`src/rtl/core/ebf_ram.sv`:
```
`timescale 1ns / 1ps

module ebf_ram #(
    parameter int WIDTH = 8,
    parameter int DEPTH = 16,
    parameter int AW    = (DEPTH > 1) ? $clog2(DEPTH) : 1
) (
    input  logic             clk,
    input  logic             wr_en,
    input  logic [AW-1:0]    wr_addr,
    input  logic [WIDTH-1:0] wr_data,
    input  logic             rd_en,
    input  logic [AW-1:0]    rd_addr,
    output logic [WIDTH-1:0] rd_data
);

    logic [WIDTH-1:0] mem [DEPTH];
    logic [WIDTH-1:0] rd_data_reg;

    always_ff @(posedge clk)
    begin
        if (wr_en)
        begin
            mem[wr_addr] <= wr_data;
        end
        if (rd_en)
        begin
            rd_data_reg <= mem[rd_addr];
        end
    end

    assign rd_data = rd_data_reg;

endmodule

```
`config.mk`:
```
export PLATFORM = sky130hd
export DESIGN_NAME = ebf_ram
export DESIGN_NICKNAME = d
export VERILOG_FILES = /design/src/rtl/core/ebf_ram.sv
export SDC_FILE = /design/constraint.sdc
export NUM_CORES = 1
export LEC_CHECK = 0
export ABC_AREA = 1
export BUFFER_PORTS_ARGS = -buffer_cell sky130_fd_sc_hd__buf_2
export CAP_MARGIN = 20
export CORE_ASPECT_RATIO = 1.4
export CORE_UTILIZATION = 49
export DETAILED_ROUTE_END_ITERATION = 8
export PLACE_DENSITY = 0.72
export SLEW_MARGIN = 20
export SYNTH_ARGS = -nofsm -noshare
export SYNTH_HDL_FRONTEND = slang
export SYNTH_SLANG_ARGS = --single-unit
```
`constraint.sdc`:
```
create_clock -name clk -period 1.5 [get_ports clk]
set_input_delay 0.3 -clock clk [delete_from_list [all_inputs] [get_ports clk]]
set_output_delay 0.3 -clock clk [all_outputs]
set_load 0.005 [all_outputs]
```
# Yosys cells after proc, flatten, opt, wreduce, memory -nomap -nowiden
# Memories as Yosys holds them, arrays and structs flattened. A register that Yosys moved wholly into a read port is not among the register bits.
# Cells that the tools add are included.
classes:
  n_mux: 2
op_table:
  columns: ["operator", "n"]
  rows:
  - ["$mux W1", 2]
totals:
  mem_bits_rw: 128
  memories: 1
  elab_cells: 3
  reg_bits: 0
memory_table:
  columns: ["memory", "depth", "word_bits", "read_ports", "rd_clocked_by_memory_dff", "write_ports", "line", "source"]
  rows:
  - ["mem", 16, 8, 1, 1, 1, "17", "logic [WIDTH-1:0] mem [DEPTH];"]

# Longest topological paths before layout
logic_depth:
  ltp_word: 2
  mapped_depth: 8

# Worst setup path before layout
# OpenSTA, ideal clock, no wires.
synth_timing:
  kind: "input-to-reg"
  startpoint: "in wr_addr[2]"
  endpoint: "mem mem[10][0], enable pin"
  t_arrival_ns: 0.881
  path_stages: 2
  setup_ns: 0.370
  setup_slack_ns: 0.249
  path_cell_list: "nand3b_1 nor2_1"
synth_lines:
  columns: ["item", "line", "source"]
  rows:
  - ["start: declaration", "10", "input logic [AW-1:0] wr_addr,"]
  - ["end: declaration", "17", null]
# Straight into the memory's write port.

# Worst setup path after layout
layout_timing:
  startpoint: "reg rd_data_reg[0] (netlist: rd_data[0]), read port of mem"
  endpoint: "out rd_data[0]"
layout_lines:
  columns: ["item", "line", "source"]
  rows:
  - ["start: declaration", "18", "logic [WIDTH-1:0] rd_data_reg;"]
  - ["end: declaration", "14", "output logic [WIDTH-1:0] rd_data"]
# No word-level cell between the ends.

==> report_table.html <==
<table>
<tr><th>Metric</th><th>Value</th></tr>
<tr><th colspan="2">Floorplan</th></tr>
<tr><td>Die extent in x</td><td>94.3 um</td></tr>
<tr><td>I/O pin total</td><td>27</td></tr>
<tr><td>Floorplan die area</td><td>12400 um2</td></tr>
<tr><td>Chip Height</td><td>131 um</td></tr>
<tr><td>Core Region</td><td>11500 um2</td></tr>
<tr><td>Effective utilization at floorplan</td><td>51.0%</td></tr>
<tr><td># rows</td><td>46</td></tr>
<tr><th colspan="2">STA</th></tr>
<tr><td>Final setup slack of the worst path</td><td>0.241 ns</td></tr>
<tr><td>Skew final</td><td>0.00675 ns</td></tr>
<tr><td>Slew Limit Fails</td><td>0</td></tr>
<tr><td>Slew at the pin with the worst max-slew slack</td><td>0.626 ns</td></tr>
<tr><td>Max transition margin</td><td>58.2%</td></tr>
<tr><td>Accumulated negative setup slack</td><td>0 ns</td></tr>
<tr><td>Worst slack on hold paths</td><td>0.238 ns</td></tr>
<tr><td>Fraction of the cycle the final worst path needs</td><td>83.9%</td></tr>
<tr><td>Final setup violation count</td><td>0</td></tr>
<tr><td>Unrepaired setup endpoints after global routing</td><td>no</td></tr>
<tr><td>Highest attainable clock frequency</td><td>794 MHz</td></tr>
<tr><td>Number of failing hold endpoints at the final stage</td><td>0</td></tr>
<tr><td>Final Critical Period</td><td>1.26 ns</td></tr>
<tr><th colspan="2">Critical path</th></tr>
<tr><td>Type of origin of the critical path</td><td>flip-flop</td></tr>
<tr><td>Worst path bufs/invs</td><td>1</td></tr>
<tr><td>Slowest cell on the critical path</td><td>edfxtp_1</td></tr>
<tr><td>Crit. path cell count</td><td>1</td></tr>
<tr><td>Path type of the worst setup path</td><td>reg -&gt; out</td></tr>
<tr><td>Arrival time of the worst setup path</td><td>0.96 ns</td></tr>
<tr><td>Number of cell instances on the worst register-to-register path</td><td>6</td></tr>
<tr><td>Slowest Stage Delay on Critical Path</td><td>0.40 ns</td></tr>
<tr><td>Worst Setup End Kind</td><td>primary output</td></tr>
<tr><td>Cell Chain, Critical Path</td><td>buf_2</td></tr>
<tr><td>Worst-path fanout max</td><td>1</td></tr>
<tr><td>Critical Path RT</td><td>1.20 ns</td></tr>
<tr><td>Worst path top cell family by delay</td><td>flip-flops</td></tr>
<tr><th colspan="2">Clock tree</th></tr>
<tr><td>CTS Hold Buffers Added</td><td>0</td></tr>
<tr><td>Number of instances resized during post-cts repair</td><td>0</td></tr>
<tr><td>Clock insertion delay at the later pin of the skew report</td><td>0.42 ns</td></tr>
<tr><td>CTS tree</td><td>yes</td></tr>
<tr><td>Clock root buffer</td><td>clkbuf_16</td></tr>
<tr><td>Register clock-pin slew on the reported worst setup and hold paths</td><td>0.06 ns</td></tr>
<tr><td>Num Clock Sinks</td><td>136</td></tr>
<tr><td>Count of H-tree levels built during CTS</td><td>4</td></tr>
<tr><td>Maximum clock insertion buffer count</td><td>2</td></tr>
<tr><td>Post-CTS Setup Bufs</td><td>0</td></tr>
<tr><td>Clock buffer count from CTS</td><td>17</td></tr>
<tr><th colspan="2">Yosys</th></tr>
<tr><td>Cell variety after synth</td><td>11</td></tr>
<tr><td>Post-synthesis instance area</td><td>5850 um2</td></tr>
<tr><td>Cells after Synth</td><td>551</td></tr>
<tr><td>Register area share after synthesis</td><td>69.8%</td></tr>
<tr><td>Mean area per synthesized cell</td><td>10.6 um2</td></tr>
<tr><td>Synthesized netlist net count</td><td>570</td></tr>
<tr><td>Yosys synthesis warning count</td><td>0</td></tr>
<tr><td>Number of flip-flops and latches in the synthesized netlist</td><td>136</td></tr>
<tr><th colspan="2">Hold path</th></tr>
<tr><td>Type of the worst min-delay path</td><td>in -&gt; reg</td></tr>
<tr><td>Hold Crit Depth</td><td>1</td></tr>
<tr><th colspan="2">Pwr</th></tr>
<tr><td>Areal power density over the cells</td><td>1280 nW/um2</td></tr>
<tr><td>Leakage power figure</td><td>0.00293 uW</td></tr>
<tr><td>Worst-case vdd ir drop</td><td>819 uV</td></tr>
<tr><th colspan="2">Finish</th></tr>
<tr><td>Most common library cell in the layout ignoring fill and taps</td><td>nand2_1</td></tr>
<tr><td>Largest register FFs</td><td>128</td></tr>
<tr><td>Net count of the finished layout</td><td>614</td></tr>
<tr><td>Design Area, Final</td><td>6760 um2</td></tr>
<tr><td>Count of placed standard cells in the final layout, fillers left out</td><td>750</td></tr>
<tr><td>Most frequent cells in the layout</td><td>173 x nand2_1, 136 x edfxtp_1, 100 x inv_1, 97 x nand3_1, 26 x buf_2</td></tr>
<tr><td>Share of layout cells above drive strength 1</td><td>12.5%</td></tr>
<tr><td>Fill cell count</td><td>895</td></tr>
<tr><td>Antenna diodes</td><td>0</td></tr>
<tr><td>Area growth from synthesis to layout</td><td>15.6%</td></tr>
<tr><th colspan="2">Global route</th></tr>
<tr><td>Global-route wire length before repair</td><td>20300 um</td></tr>
<tr><td>Global-route total usage across every layer</td><td>22.9%</td></tr>
<tr><td>Number of global-route vias before repair</td><td>3893</td></tr>
<tr><td>GRT Residual Overflow</td><td>0</td></tr>
<tr><td>Maximum number of pins on one net before global-route repair</td><td>48</td></tr>
<tr><td>Antenna violations before repair</td><td>0</td></tr>
<tr><th colspan="2">Place</th></tr>
<tr><td>Placed instance area</td><td>6210 um2</td></tr>
<tr><td>GP Congestion</td><td>0.845</td></tr>
<tr><td>Pre-CTS setup slack</td><td>-0.0335 ns</td></tr>
<tr><td>Total half-perimeter wirelength after legalization and detailed placement</td><td>7830 um</td></tr>
<tr><td>Instance count after placement with tap cells included</td><td>720</td></tr>
<tr><td>Port Buffer Count</td><td>26</td></tr>
<tr><th colspan="2">Route</th></tr>
<tr><td>Router iterations before antenna repair</td><td>5</td></tr>
<tr><td>Iter 0 DRT Violations</td><td>259</td></tr>
<tr><td>Post-route ant nets</td><td>0</td></tr>
<tr><td>Average routed wire per standard cell</td><td>17.1 um</td></tr>
<tr><td>Detail-routed via count per cell</td><td>5.19</td></tr>
<tr><td>Remaining routing DRC violations</td><td>0</td></tr>
<tr><td>Via count</td><td>3889</td></tr>
<tr><td>Final Routed Wirelength</td><td>12800 um</td></tr>
<tr><th colspan="2">Run status</th></tr>
<tr><td>Result of the run</td><td>finished, final reports clean</td></tr>
<tr><th colspan="2">Job</th></tr>
<tr><td>MaxCap Viol Count</td><td>0</td></tr>
</table>
==> report_power, final <==
| group | internal [uW] | switching, uW |
|---|---|---|
| sequential | 4280 | 21.2 |
| clock | 2410 | 1440 |
| combinational | 162 | 365 |
| total | 6860 | 1820 |
==> kinds of logic (layout without fill, tap and decap cells) <==
logic type	after synthesis	count (layout)	synth area share (%)
flops	136	136	69.8
simple gates	289	289	20.8
buf+inv	126	181	9.39
==> path summary, 6_finish.rpt <==
| path | start | to | slack, ns |
|---|---|---|---|
| worst max-delay path | rd_data[0] | rd_data[0] | 0.24 |
| worst min-delay path | rd_en | rd_data[1] | 0.24 |
| worst max register to register | mem[1][4] | rd_data[4] | 0.36 |
| worst min register to register | mem[2][0] | rd_data[0] | 0.76 |
==> Yosys cell counts <==
cell | number | area [um2]
inv_1 | 100 | 375
nand3_1 | 97 | 485
buf_1 | 1 | 3.75
buf_6 | 6 | 67.6
edfxtp_1 | 136 | 4080
buf_4 | 4 | 30.0
nor2_1 | 17 | 63.8
buf_2 | 13 | 65.1
nand2_1 | 173 | 649
nand3b_1 | 2 | 15.0
inv_2 | 2 | 7.51
==> layer usage <==
layer	global-route usage (%)	up-vias	part of all wire [%]
li1	-	1866	-
met1	27.1	1845	38
met2	37.5	141	53
met3	5.27	37	5.1
met4	13.3	0	4.3
met5	0	-	0
==> through the flow <==
step | power, uW | util [%]
after global placement | 4900 | 54.2
after detailed placement | 4910 | 54.2
after floorplan | 4680 | -
final | 8680 | 59.0
after global routing | 8920 | 59.0
after CTS | 8710 | 59.0
==> area by class of cell <==
type | count | area, um2 | share of cell area (%)
Sequential cell | 136 | 4080 | 60.4
Timing Repair Buffer | 49 | 353 | 5.22
Tap cell | 144 | 180 | 2.67
Clock buffer | 21 | 440 | 6.52
Multi-Input combinational cell | 289 | 1210 | 18.0
Inverter | 102 | 383 | 5.67
Clock inverter | 9 | 104 | 1.54
Power figures use the tool's default switching activity.
