### src/rtl/core/ebf_pkg.sv
`timescale 1ns / 1ps

package ebf_pkg;

    localparam int NUM_SOURCES_DEF = 32;
    localparam int NUM_SLOTS_DEF   = 8;
    localparam int COUNT_MAX_DEF   = 65535;

    localparam int CODE_W  = 16;
    localparam int MASK_W  = 16;
    localparam int COUNT_W = 16;
    localparam int TYPE_W  = 4;

    localparam logic [2:0] OP_CHECK   = 3'd0;
    localparam logic [2:0] OP_ENABLE  = 3'd1;
    localparam logic [2:0] OP_DISABLE = 3'd2;
    localparam logic [2:0] OP_LOAD    = 3'd3;
    localparam logic [2:0] OP_ACTIVE  = 3'd4;

    localparam logic [2:0] KIND_DEBUG    = 3'd1;
    localparam logic [2:0] KIND_INFO     = 3'd2;
    localparam logic [2:0] KIND_ERROR    = 3'd3;
    localparam logic [2:0] KIND_CRITICAL = 3'd4;

    typedef struct packed {
        logic [2:0]         operation;
        logic [4:0]         source_index;
        logic [CODE_W-1:0]  event_code;
        logic [2:0]         event_kind;
        logic [TYPE_W-1:0]  type_bits;
        logic [2:0]         slot_number;
        logic [MASK_W-1:0]  slot_mask;
        logic               slot_used;
        logic               active_value;
    } cmd_t;

    typedef struct packed {
        logic dropped;
        logic lock_reached;
        logic slot_hit;
    } rsp_t;

    typedef struct packed {
        logic               valid;
        logic [CODE_W-1:0]  code;
        logic [MASK_W-1:0]  mask;
        logic [COUNT_W-1:0] count;
    } slot_t;

    localparam int SLOT_W = $bits(slot_t);

endpackage

### src/rtl/core/ebf_row_update.sv
`timescale 1ns / 1ps

module ebf_row_update #(
    parameter int NUM_SOURCES = ebf_pkg::NUM_SOURCES_DEF,
    parameter int NUM_SLOTS   = ebf_pkg::NUM_SLOTS_DEF,
    parameter int COUNT_MAX   = ebf_pkg::COUNT_MAX_DEF
) (
    input  ebf_pkg::cmd_t                        cmd,
    input  logic                                 active,
    input  logic [ebf_pkg::TYPE_W-1:0]           enables,
    input  ebf_pkg::slot_t [NUM_SLOTS-1:0]       slots,
    output logic                                 active_new,
    output logic [ebf_pkg::TYPE_W-1:0]           enables_new,
    output ebf_pkg::slot_t [NUM_SLOTS-1:0]       slots_new,
    output logic                                 write_en,
    output ebf_pkg::rsp_t                        rsp
);

    localparam int SW = (NUM_SLOTS > 1) ? $clog2(NUM_SLOTS) : 1;
    localparam logic [ebf_pkg::COUNT_W-1:0] CNT_MAX = ebf_pkg::COUNT_W'(COUNT_MAX);

    logic                       src_ok;
    logic                       kind_en;
    logic                       hit;
    logic [SW-1:0]              hit_idx;
    ebf_pkg::slot_t             sel;
    logic [ebf_pkg::COUNT_W-1:0] cnt_inc;

    assign src_ok = 32'(cmd.source_index) < NUM_SOURCES;

    always_comb
    begin
        unique case (cmd.event_kind)
            ebf_pkg::KIND_DEBUG:    kind_en = enables[0];
            ebf_pkg::KIND_INFO:     kind_en = enables[1];
            ebf_pkg::KIND_ERROR:    kind_en = enables[2];
            ebf_pkg::KIND_CRITICAL: kind_en = enables[3];
            default:                kind_en = 1'b0;
        endcase
    end

    // first valid slot holding the code wins
    always_comb
    begin
        hit     = 1'b0;
        hit_idx = '0;
        for (int i = NUM_SLOTS - 1; i >= 0; i--)
        begin
            if (slots[i].valid && slots[i].code == cmd.event_code)
            begin
                hit     = 1'b1;
                hit_idx = SW'(i);
            end
        end
    end

    assign sel     = slots[hit_idx];
    assign cnt_inc = sel.count + 1'b1;

    always_comb
    begin
        active_new  = active;
        enables_new = enables;
        slots_new   = slots;
        write_en    = 1'b0;
        rsp         = '0;
        unique case (cmd.operation)
            ebf_pkg::OP_CHECK:
            begin
                if (!src_ok || !active || !kind_en)
                begin
                    rsp.dropped = 1'b1;
                end
                else if (hit)
                begin
                    write_en     = 1'b1;
                    rsp.slot_hit = 1'b1;
                    rsp.dropped  = |(sel.mask & sel.count);
                    if (sel.count < CNT_MAX)
                    begin
                        slots_new[hit_idx].count = cnt_inc;
                        rsp.lock_reached         = (cnt_inc == CNT_MAX);
                    end
                end
            end
            ebf_pkg::OP_ENABLE:
            begin
                write_en    = src_ok;
                enables_new = enables | cmd.type_bits;
            end
            ebf_pkg::OP_DISABLE:
            begin
                write_en    = src_ok;
                enables_new = enables & ~cmd.type_bits;
            end
            ebf_pkg::OP_LOAD:
            begin
                if (32'(cmd.slot_number) < NUM_SLOTS)
                begin
                    write_en = src_ok;
                    slots_new[SW'(cmd.slot_number)].valid = cmd.slot_used;
                    slots_new[SW'(cmd.slot_number)].code  = cmd.event_code;
                    slots_new[SW'(cmd.slot_number)].mask  = cmd.slot_mask;
                    slots_new[SW'(cmd.slot_number)].count = '0;
                end
            end
            ebf_pkg::OP_ACTIVE:
            begin
                write_en   = src_ok;
                active_new = cmd.active_value;
            end
            default:
            begin
                write_en = 1'b0;
            end
        endcase
    end

endmodule

### config.mk
export PLATFORM = sky130hd
export DESIGN_NAME = ebf_row_update
export DESIGN_NICKNAME = d
export VERILOG_FILES = /design/src/rtl/core/ebf_pkg.sv /design/src/rtl/core/ebf_row_update.sv
export SDC_FILE = /design/constraint.sdc
export NUM_CORES = 1
export LEC_CHECK = 0
export ABC_CLOCK_PERIOD_IN_PS = 21000
export CAP_MARGIN = 20
export CORE_AREA = 2 2 330 332
export DETAILED_ROUTE_END_ITERATION = 6
export DIE_AREA = 0 0 332 334
export DONT_BUFFER_PORTS = 1
export PLACE_DENSITY_LB_ADDON = 0.15
export SYNTH_ARGS = -nofsm -noshare
export SYNTH_HDL_FRONTEND = slang
export SYNTH_SLANG_ARGS = --single-unit
### constraint.sdc
create_clock -name vclk -period 21
set_input_delay 4.2 -clock vclk [all_inputs]
set_output_delay 4.2 -clock vclk [all_outputs]
set_load 0.005 [all_outputs]
# After elaboration in Yosys (flattened, before gate mapping)
# Cells that the tools add are included.
classes:
  n_addsub: 1
  multipliers: 0
  div_mod_pow: 0
  order_cmp: 5
  n_eq_ne: 17
  shifts: 0
  mux: 48
  bitwise_logic: 4
  reduce_logical: 16
op_table:
  columns: ["operator", "count"]
  rows:
  - ["bitwise mux 392 bit", 5]
  - ["two-way mux 392 bit", 3]
  - ["one-hot mux 392 bit (2 select lines)", 1]
  - ["demux 49 bit (select 3 bit)", 5]
  - ["binary-select mux 49 bit (select 3 bit)", 1]
  - ["equality test 16 bit", 8]
  - ["two-way mux 32 bit", 2]
  - ["two-way mux 49 bit", 1]
  - ["two-way mux 48 bit", 1]
  - ["two-way mux 16 bit", 2]
  - ["two-way mux 3 bit", 10]
  - ["adder 16 x 1 -> 16 bit, second input constant", 1]
  - ["AND 16 bit", 1]
  - ["equality test 16 bit, second input constant", 1]
  - ["less-than comparator 16 bit, second input constant", 1]
  - ["OR reduction 16 bit", 1]
  - ["two-way mux 1 bit", 13]
  - ["equality test 3 x 2 -> 1 bit, second input constant", 4]
  - ["logical AND 1 bit", 10]
  - ["less-than comparator 3 x 4 -> 1 bit, second input constant", 2]
  - ["one-hot mux 4 bit (2 select lines)", 1]
  - ["equality test 3 x 1 -> 1 bit, second input constant", 2]
  - ["equality test 3 bit, second input constant", 2]
  - ["greater-or-equal comparator 3 x 1 -> 1 bit, second input constant", 2]
  - ["10 further kinds", 11]
totals:
  regBits: 0
  latchBits: 0
  mem_bits_rw: 0
  rom_bits: 0
  inputBits: 449
  out_inout_bits: 401
  wordCells: 91
  memories: 0

# Depth between registers and ports, before layout
# Gate-level depths: netlist (run 1).
depth:
  depth_word: 19
  depth_mapped: 21
  mapped_depth_nobuf: 16

# Worst setup path after synthesis (run 1)
# No wires, ideal clock.
synth_timing:
  path_kind: "input -> output"
  from: "input cmd[39] (netlist bit)"
  to: "output rsp[1] (netlist bit)"
  arrival_ps: 8947
  required_ps: 16800
  slack_ps: 7853
  path_stages: 18
  path_buffers: 4
  path_cell_list: "buf_4 xor2_1 or4_1 or4_1 o2bb2a_1 nor4_2 buf_2 a222oi_1 mux2_2 o21ai_0 clkbuf_1 ha_1 o211ai_2 or2_4 buf_6 or3_1 a2111oi_0 and4bb_1"
synth_lines:
  columns: ["item", "line_no", "text"]
  rows:
  - ["start, declared", "ebf_row_update.sv:8", "input ebf_pkg::cmd_t cmd,"]
  - ["end, declared", "ebf_row_update.sv:16", "output ebf_pkg::rsp_t rsp"]

==> impl_metrics.ini, run 1 <==
[cells_and_area]
seq_cells = 0
seq_area_um2 = 0
finalNetCount = 2064
n_fill_cell = 12671
multi_input_area_um2 = 9768
clock_buffers = 0
stdcell_count = 3030
drive_gt1_share_pct = 14.96
area_growth_pct = 18.08

[placed_design]
dp.final_hpwl_mm = 91.99
placed_cells = 3020
place.gp.congestion = 0.8547
port_buffers = 0
preCtsSetupSlack_ps = 5911

[power]
p_leak_uw = 0.004632
vdd_drop_max_mv = 0.003257
powerDensity_nw_per_um2 = 12.75

[timing]
whs_ps = 8492
fin_crit_sh_pct = 71.20
fin_tns_setup_ps = 0
finalSetupViolCount = 0
layout_min_cycle_time_ps = 14950
rsz0062_at_grt = false
relSlewSlack_pct = 28.21
setup_slack_ps = 6049
report.final.slew_viol_count = 0
fmax_mhz = 66.89
finalHoldViolCount = 0
worst_pin_slew_ps = 1075

[floorplan]
initial_utilization_pct = 9.539
die_x_um = 332
coreArea_um2 = 107800
die_h_um = 334
rows = 121
die_area_um2 = 110900
ioPinCount = 850

[setup_path]
worst-setup-path-type = input pin to output port
crit_start = cmd[43]
cp_max_fo = 16
timing.critical_path.max_delay_family = simple AND/OR/NAND/NOR gates
crit_slowest_cell = a22o_1
crit_cells = 17
end_kind = output port
worstPathRequired_ps = 16800
cp.arrival_ps = 10750
worstSetupStartpointType = input pin
cp_num_buf_inv = 2
slowest_delay_ps = 780
path_common_cell = nor2_1
endpoint = slots_new[355]
path_cells = xnor2_1, nand4_1, nor4_1, a22o_1, nor2_1, buf_4, a222oi_1, and3_1, a21o_1, nor2_1, inv_1, ha_1, o211ai_2, or2_4, or3_1, and2_0, o21ai_0

[drt]
routed_wirelength_mm = 108.3
vias = 13800
drtAntennaViolNets = 0
drt_iter0_drc = 1049
via_per_inst = 4.554
drt-wirelength-per-cell_um = 35.73
drc = 0
firstDrtPassIters = 5

[clock_tree]
postCtsHoldBufs = 0
cts_resized = 0
cts_setup_buffers = 0

[grt]
grt_usage_pct = 18.44
grt_pass1_wl_mm = 140.4
grt_overflow_total = 0
antenna_found_initial = 10
grt_max_degree = 50
first_global_vias = 13969

[synthesis]
synth_top_area_cell = nand2_1
syn_avg_cell_area_um2 = 6.034
synth_fp_nets = 2155
yosysMostFrequentCell = nand2_1
synth_top_area_share_pct = 17.38
synthesis.area_um2 = 10280
synthTopCellsByArea = nand2_1 (17%), mux2_2 (15%), nand3_1 (7.9%), o21ai_0 (6.9%), xnor2_1 (6.8%)
synth_cell_type_count = 84
synth.yosys.warnings = 0
synth_cells = 1704
yosysSeqAreaShare_pct = 0
synth_common_cells = nand2_1 (476), nand3_1 (162), o21ai_0 (142)

[job]
cap_viol_max_count = 0

[worst_hold_path]
hold_class = input pin to output port
min_from = cmd[3]

[outcome]
status = complete, no violations
-- layout make-up --
cell class	count	area share, %
Timing Repair Buffer	54	3.947
Inverter	30	0.9275
Antenna cell	5	0.1031
Multi-Input combinational cell	1527	80.45
Tap cell	1414	14.57
-- stage by stage --
stage	utilization [%]	total power, uW	area (um2)
finish	11.26	154.8	12140
floorplan	-	109.1	10280
CTS	11.19	156.7	12060
global route	11.25	169.3	12130
global placement	11.14	156.1	12000
detailed placement	11.19	156.2	12060
-- worst min-delay path by stage --
stage | endpoint | slack [ps] | cells after the start
global route | slots_new[266] | 8500 | 2
finish | slots_new[262] | 8490 | 2
floorplan | slots_new[163] | 8480 | 2
detailed placement | slots_new[262] | 8490 | 2
global placement | slots_new[165] | 8500 | 2
CTS | slots_new[262] | 8490 | 2
-- cells in the final DEF, fill, tap and decap left out, drive strengths merged, types with 7 or more instances in the layout --
cell	netlist	routed
nand4	23	23
mux2	136	136
o211ai	7	7
buf	61	54
o31ai	9	9
and3	11	11
nor2	56	56
a31oi	8	8
nand3	163	163
a32oi	17	17
mux2i	62	62
nand2	477	477
or3	13	13
nor3b	12	12
xor2	57	57
a221oi	7	7
inv	29	29
nor3	38	38
nand3b	16	16
a21oi	18	18
or4	20	20
and2	11	11
o221ai	8	8
nor4	18	18
o21ai	145	145
a22oi	24	24
xnor2	80	80
-- report_power, final --
| part | switching (uW) | internal (uW) | leakage, uW |
|---|---|---|---|
| Combinational | 97.9 | 56.9 | 0.00463 |
| Clock | 0 | 0.0000111 | 0.0000000316 |
| Sequential | 0 | 0 | 0 |
| Total | 97.9 | 56.9 | 0.00463 |
-- layer usage --
layer / part of all wire, % / track usage [%] / wire (um)
met5: 0 / 0 / 0
met4: 2.1 / 3.230 / 2247
met3: 8.0 / 4.192 / 8611
met2: 48 / 32.21 / 51960
met1: 42 / 23.21 / 45440
-- kinds of logic after synthesis --
| group | Yosys count | share of synthesized area, % |
|---|---|---|
| buffers and inverters | 177 | 7.167 |
| AO/OA/AOI/OAI | 304 | 19.98 |
| AND/OR/NAND/NOR | 886 | 40.01 |
| XOR/XNOR | 137 | 11.67 |
| multiplexers | 198 | 20.93 |
| adder cells (fa/ha/maj) | 2 | 0.2433 |
(Power assumes the default switching activity.)
==> run 2, diff against run 1 <==
- ABC_AREA: not set -> 1
- ABC_CLOCK_PERIOD_IN_PS: 21000 -> 14800
- CORE_AREA: 2 2 330 332 -> 2 2 327 329
- DIE_AREA: 0 0 332 334 -> 0 0 329 331
- clock period: 21 -> 14.8 ns (I/O delays scaled with it)
==> impl_metrics.ini, run 2 <==
[grt]
first_global_vias = 17369
grt_max_degree = 72
grt_pass1_wl_mm = 172.7
antenna_found_initial = 21
grt_overflow_total = 0
grt_usage_pct = 23.73

[floorplan]
die_area_um2 = 108900
coreArea_um2 = 105000
die_h_um = 331
initial_utilization_pct = 12.17
ioPinCount = 850
rows = 119
die_x_um = 329

[synthesis]
synth_compound_area_share_pct = 19.51
yosysMostFrequentCell = nand2_1
synth_fp_nets = 3290
synth_cell_type_count = 51
synth_top_area_share_pct = 36.39
muxShareOfSynthArea_pct = 0
synth_cells = 2839
synth_common_cells = nand2_1 (1,239), o21ai_0 (326), inv_1 (281)
synth_fa_ha_area_share_pct = 0.1958
synthXorXnorAreaFrac_pct = 2.134
synth_top_family_by_area = simple AND/OR/NAND/NOR gates
yosysSeqAreaShare_pct = 0
synth_top_area_cell = nand2_1
synthTopCellsByArea = nand2_1 (36%), o21ai_0 (13%), nand3_1 (9.9%), inv_1 (8.3%), nor2_1 (6.6%)
synth.yosys.warnings = 0
synthSimpleGateAreaFrac_pct = 61.95
synthesis.area_um2 = 12780
syn_avg_cell_area_um2 = 4.501

[setup_path]
path_common_cell = nand2_1
end_kind = output port
cp_max_fo = 68
cp.arrival_ps = 9170
worstSetupStartpointType = input pin
crit_slowest_cell = o21ai_0
worstPathRequired_ps = 11840
slowest_delay_ps = 860
worst-setup-path-type = input pin to output port

[drt]
firstDrtPassIters = 6
drc = 0
drtAntennaViolNets = 0
via_per_inst = 4.541
drt-wirelength-per-cell_um = 33.46
vias = 18658
routed_wirelength_mm = 137.5
drt_iter0_drc = 1417

[cells_and_area]
finalNetCount = 3160
multi_input_area_um2 = 10780
seq_area_um2 = 0
final_common_cell = nand2_1
n_fill_cell = 12777
clock_buffers = 0
final_area_um2 = 13980
drive_gt1_share_pct = 5.061
area_growth_pct = 9.370
seq_cells = 0
layout_common_cells = nand2_1 (1,233), o21ai_0 (326), inv_1 (281)

[placed_design]
port_buffers = 0
dp.final_hpwl_mm = 116.5
place_area_um2 = 13930
place.gp.congestion = 0.9681

[timing]
layout_min_cycle_time_ps = 12130
relSlewSlack_pct = 21.67
finalSetupViolCount = 0
worst_pin_slew_ps = 1163
rsz0062_at_grt = false
report.final.slew_viol_count = 0
finalHoldViolCount = 0
fin_tns_setup_ps = 0
fin_crit_sh_pct = 81.95
fmax_mhz = 82.45

[clock_tree]
cts_resized = 0
postCtsHoldBufs = 0
cts_setup_buffers = 0

[job]
cap_viol_max_count = 0

[worst_hold_path]
hold_class = input pin to output port

[outcome]
status = complete, no violations
run 2: final timing paths:
| path | startpoint | end | cells after the start |
|---|---|---|---|
| worst max-delay path | cmd[42] | slots_new[295] | 29 |
| worst min-delay path | slots[347] | slots_new[347] | 2 |
run 2: kinds of logic (layout without fill, tap and decap cells):
group	after synthesis	after routing
buffers and inverters	474	342
AOI/OAI and AO/OA	455	455
other	0	11
adders and majority gates	2	2
and+or+nand+nor	1879	1879
xor gates and xnor gates	29	29
run 2: critical path, delay by kind of cell:
kind / cells / cell delay (ps)
compound gates: 1 / 860
fa+ha+maj: 1 / 410
buf+inv: 4 / 1040
simple gates: 23 / 3720
run 2: routing by layer:
layer	part of all wire [%]	wire length, um	track usage [%]
met1	34	46880	23.96
met2	51	69770	44.44
met3	11	14700	8.958
met4	4.3	5926	8.050
met5	0.16	223	0
run 2: cell type report:
class / instances / area share [%]
multi-input cells: 2365 / 77.15
well taps: 1391 / 12.45
inverters: 305 / 8.209
repair buffers: 37 / 1.987
diodes: 11 / 0.1969
run 2: per-stage QoR:
stage                     std cells  hold WS (ps)  utilization [%]  setup slack, ps
after floorplan                2839          6016                -             5786
after global routing           4098          6029            13.29             2545
after global placement         4095          6024            13.27             2719
after detailed placement       4096          6024            13.27             2757
after CTS                      4096          6024            13.27             2738
final                          4109          6024            13.32             2672
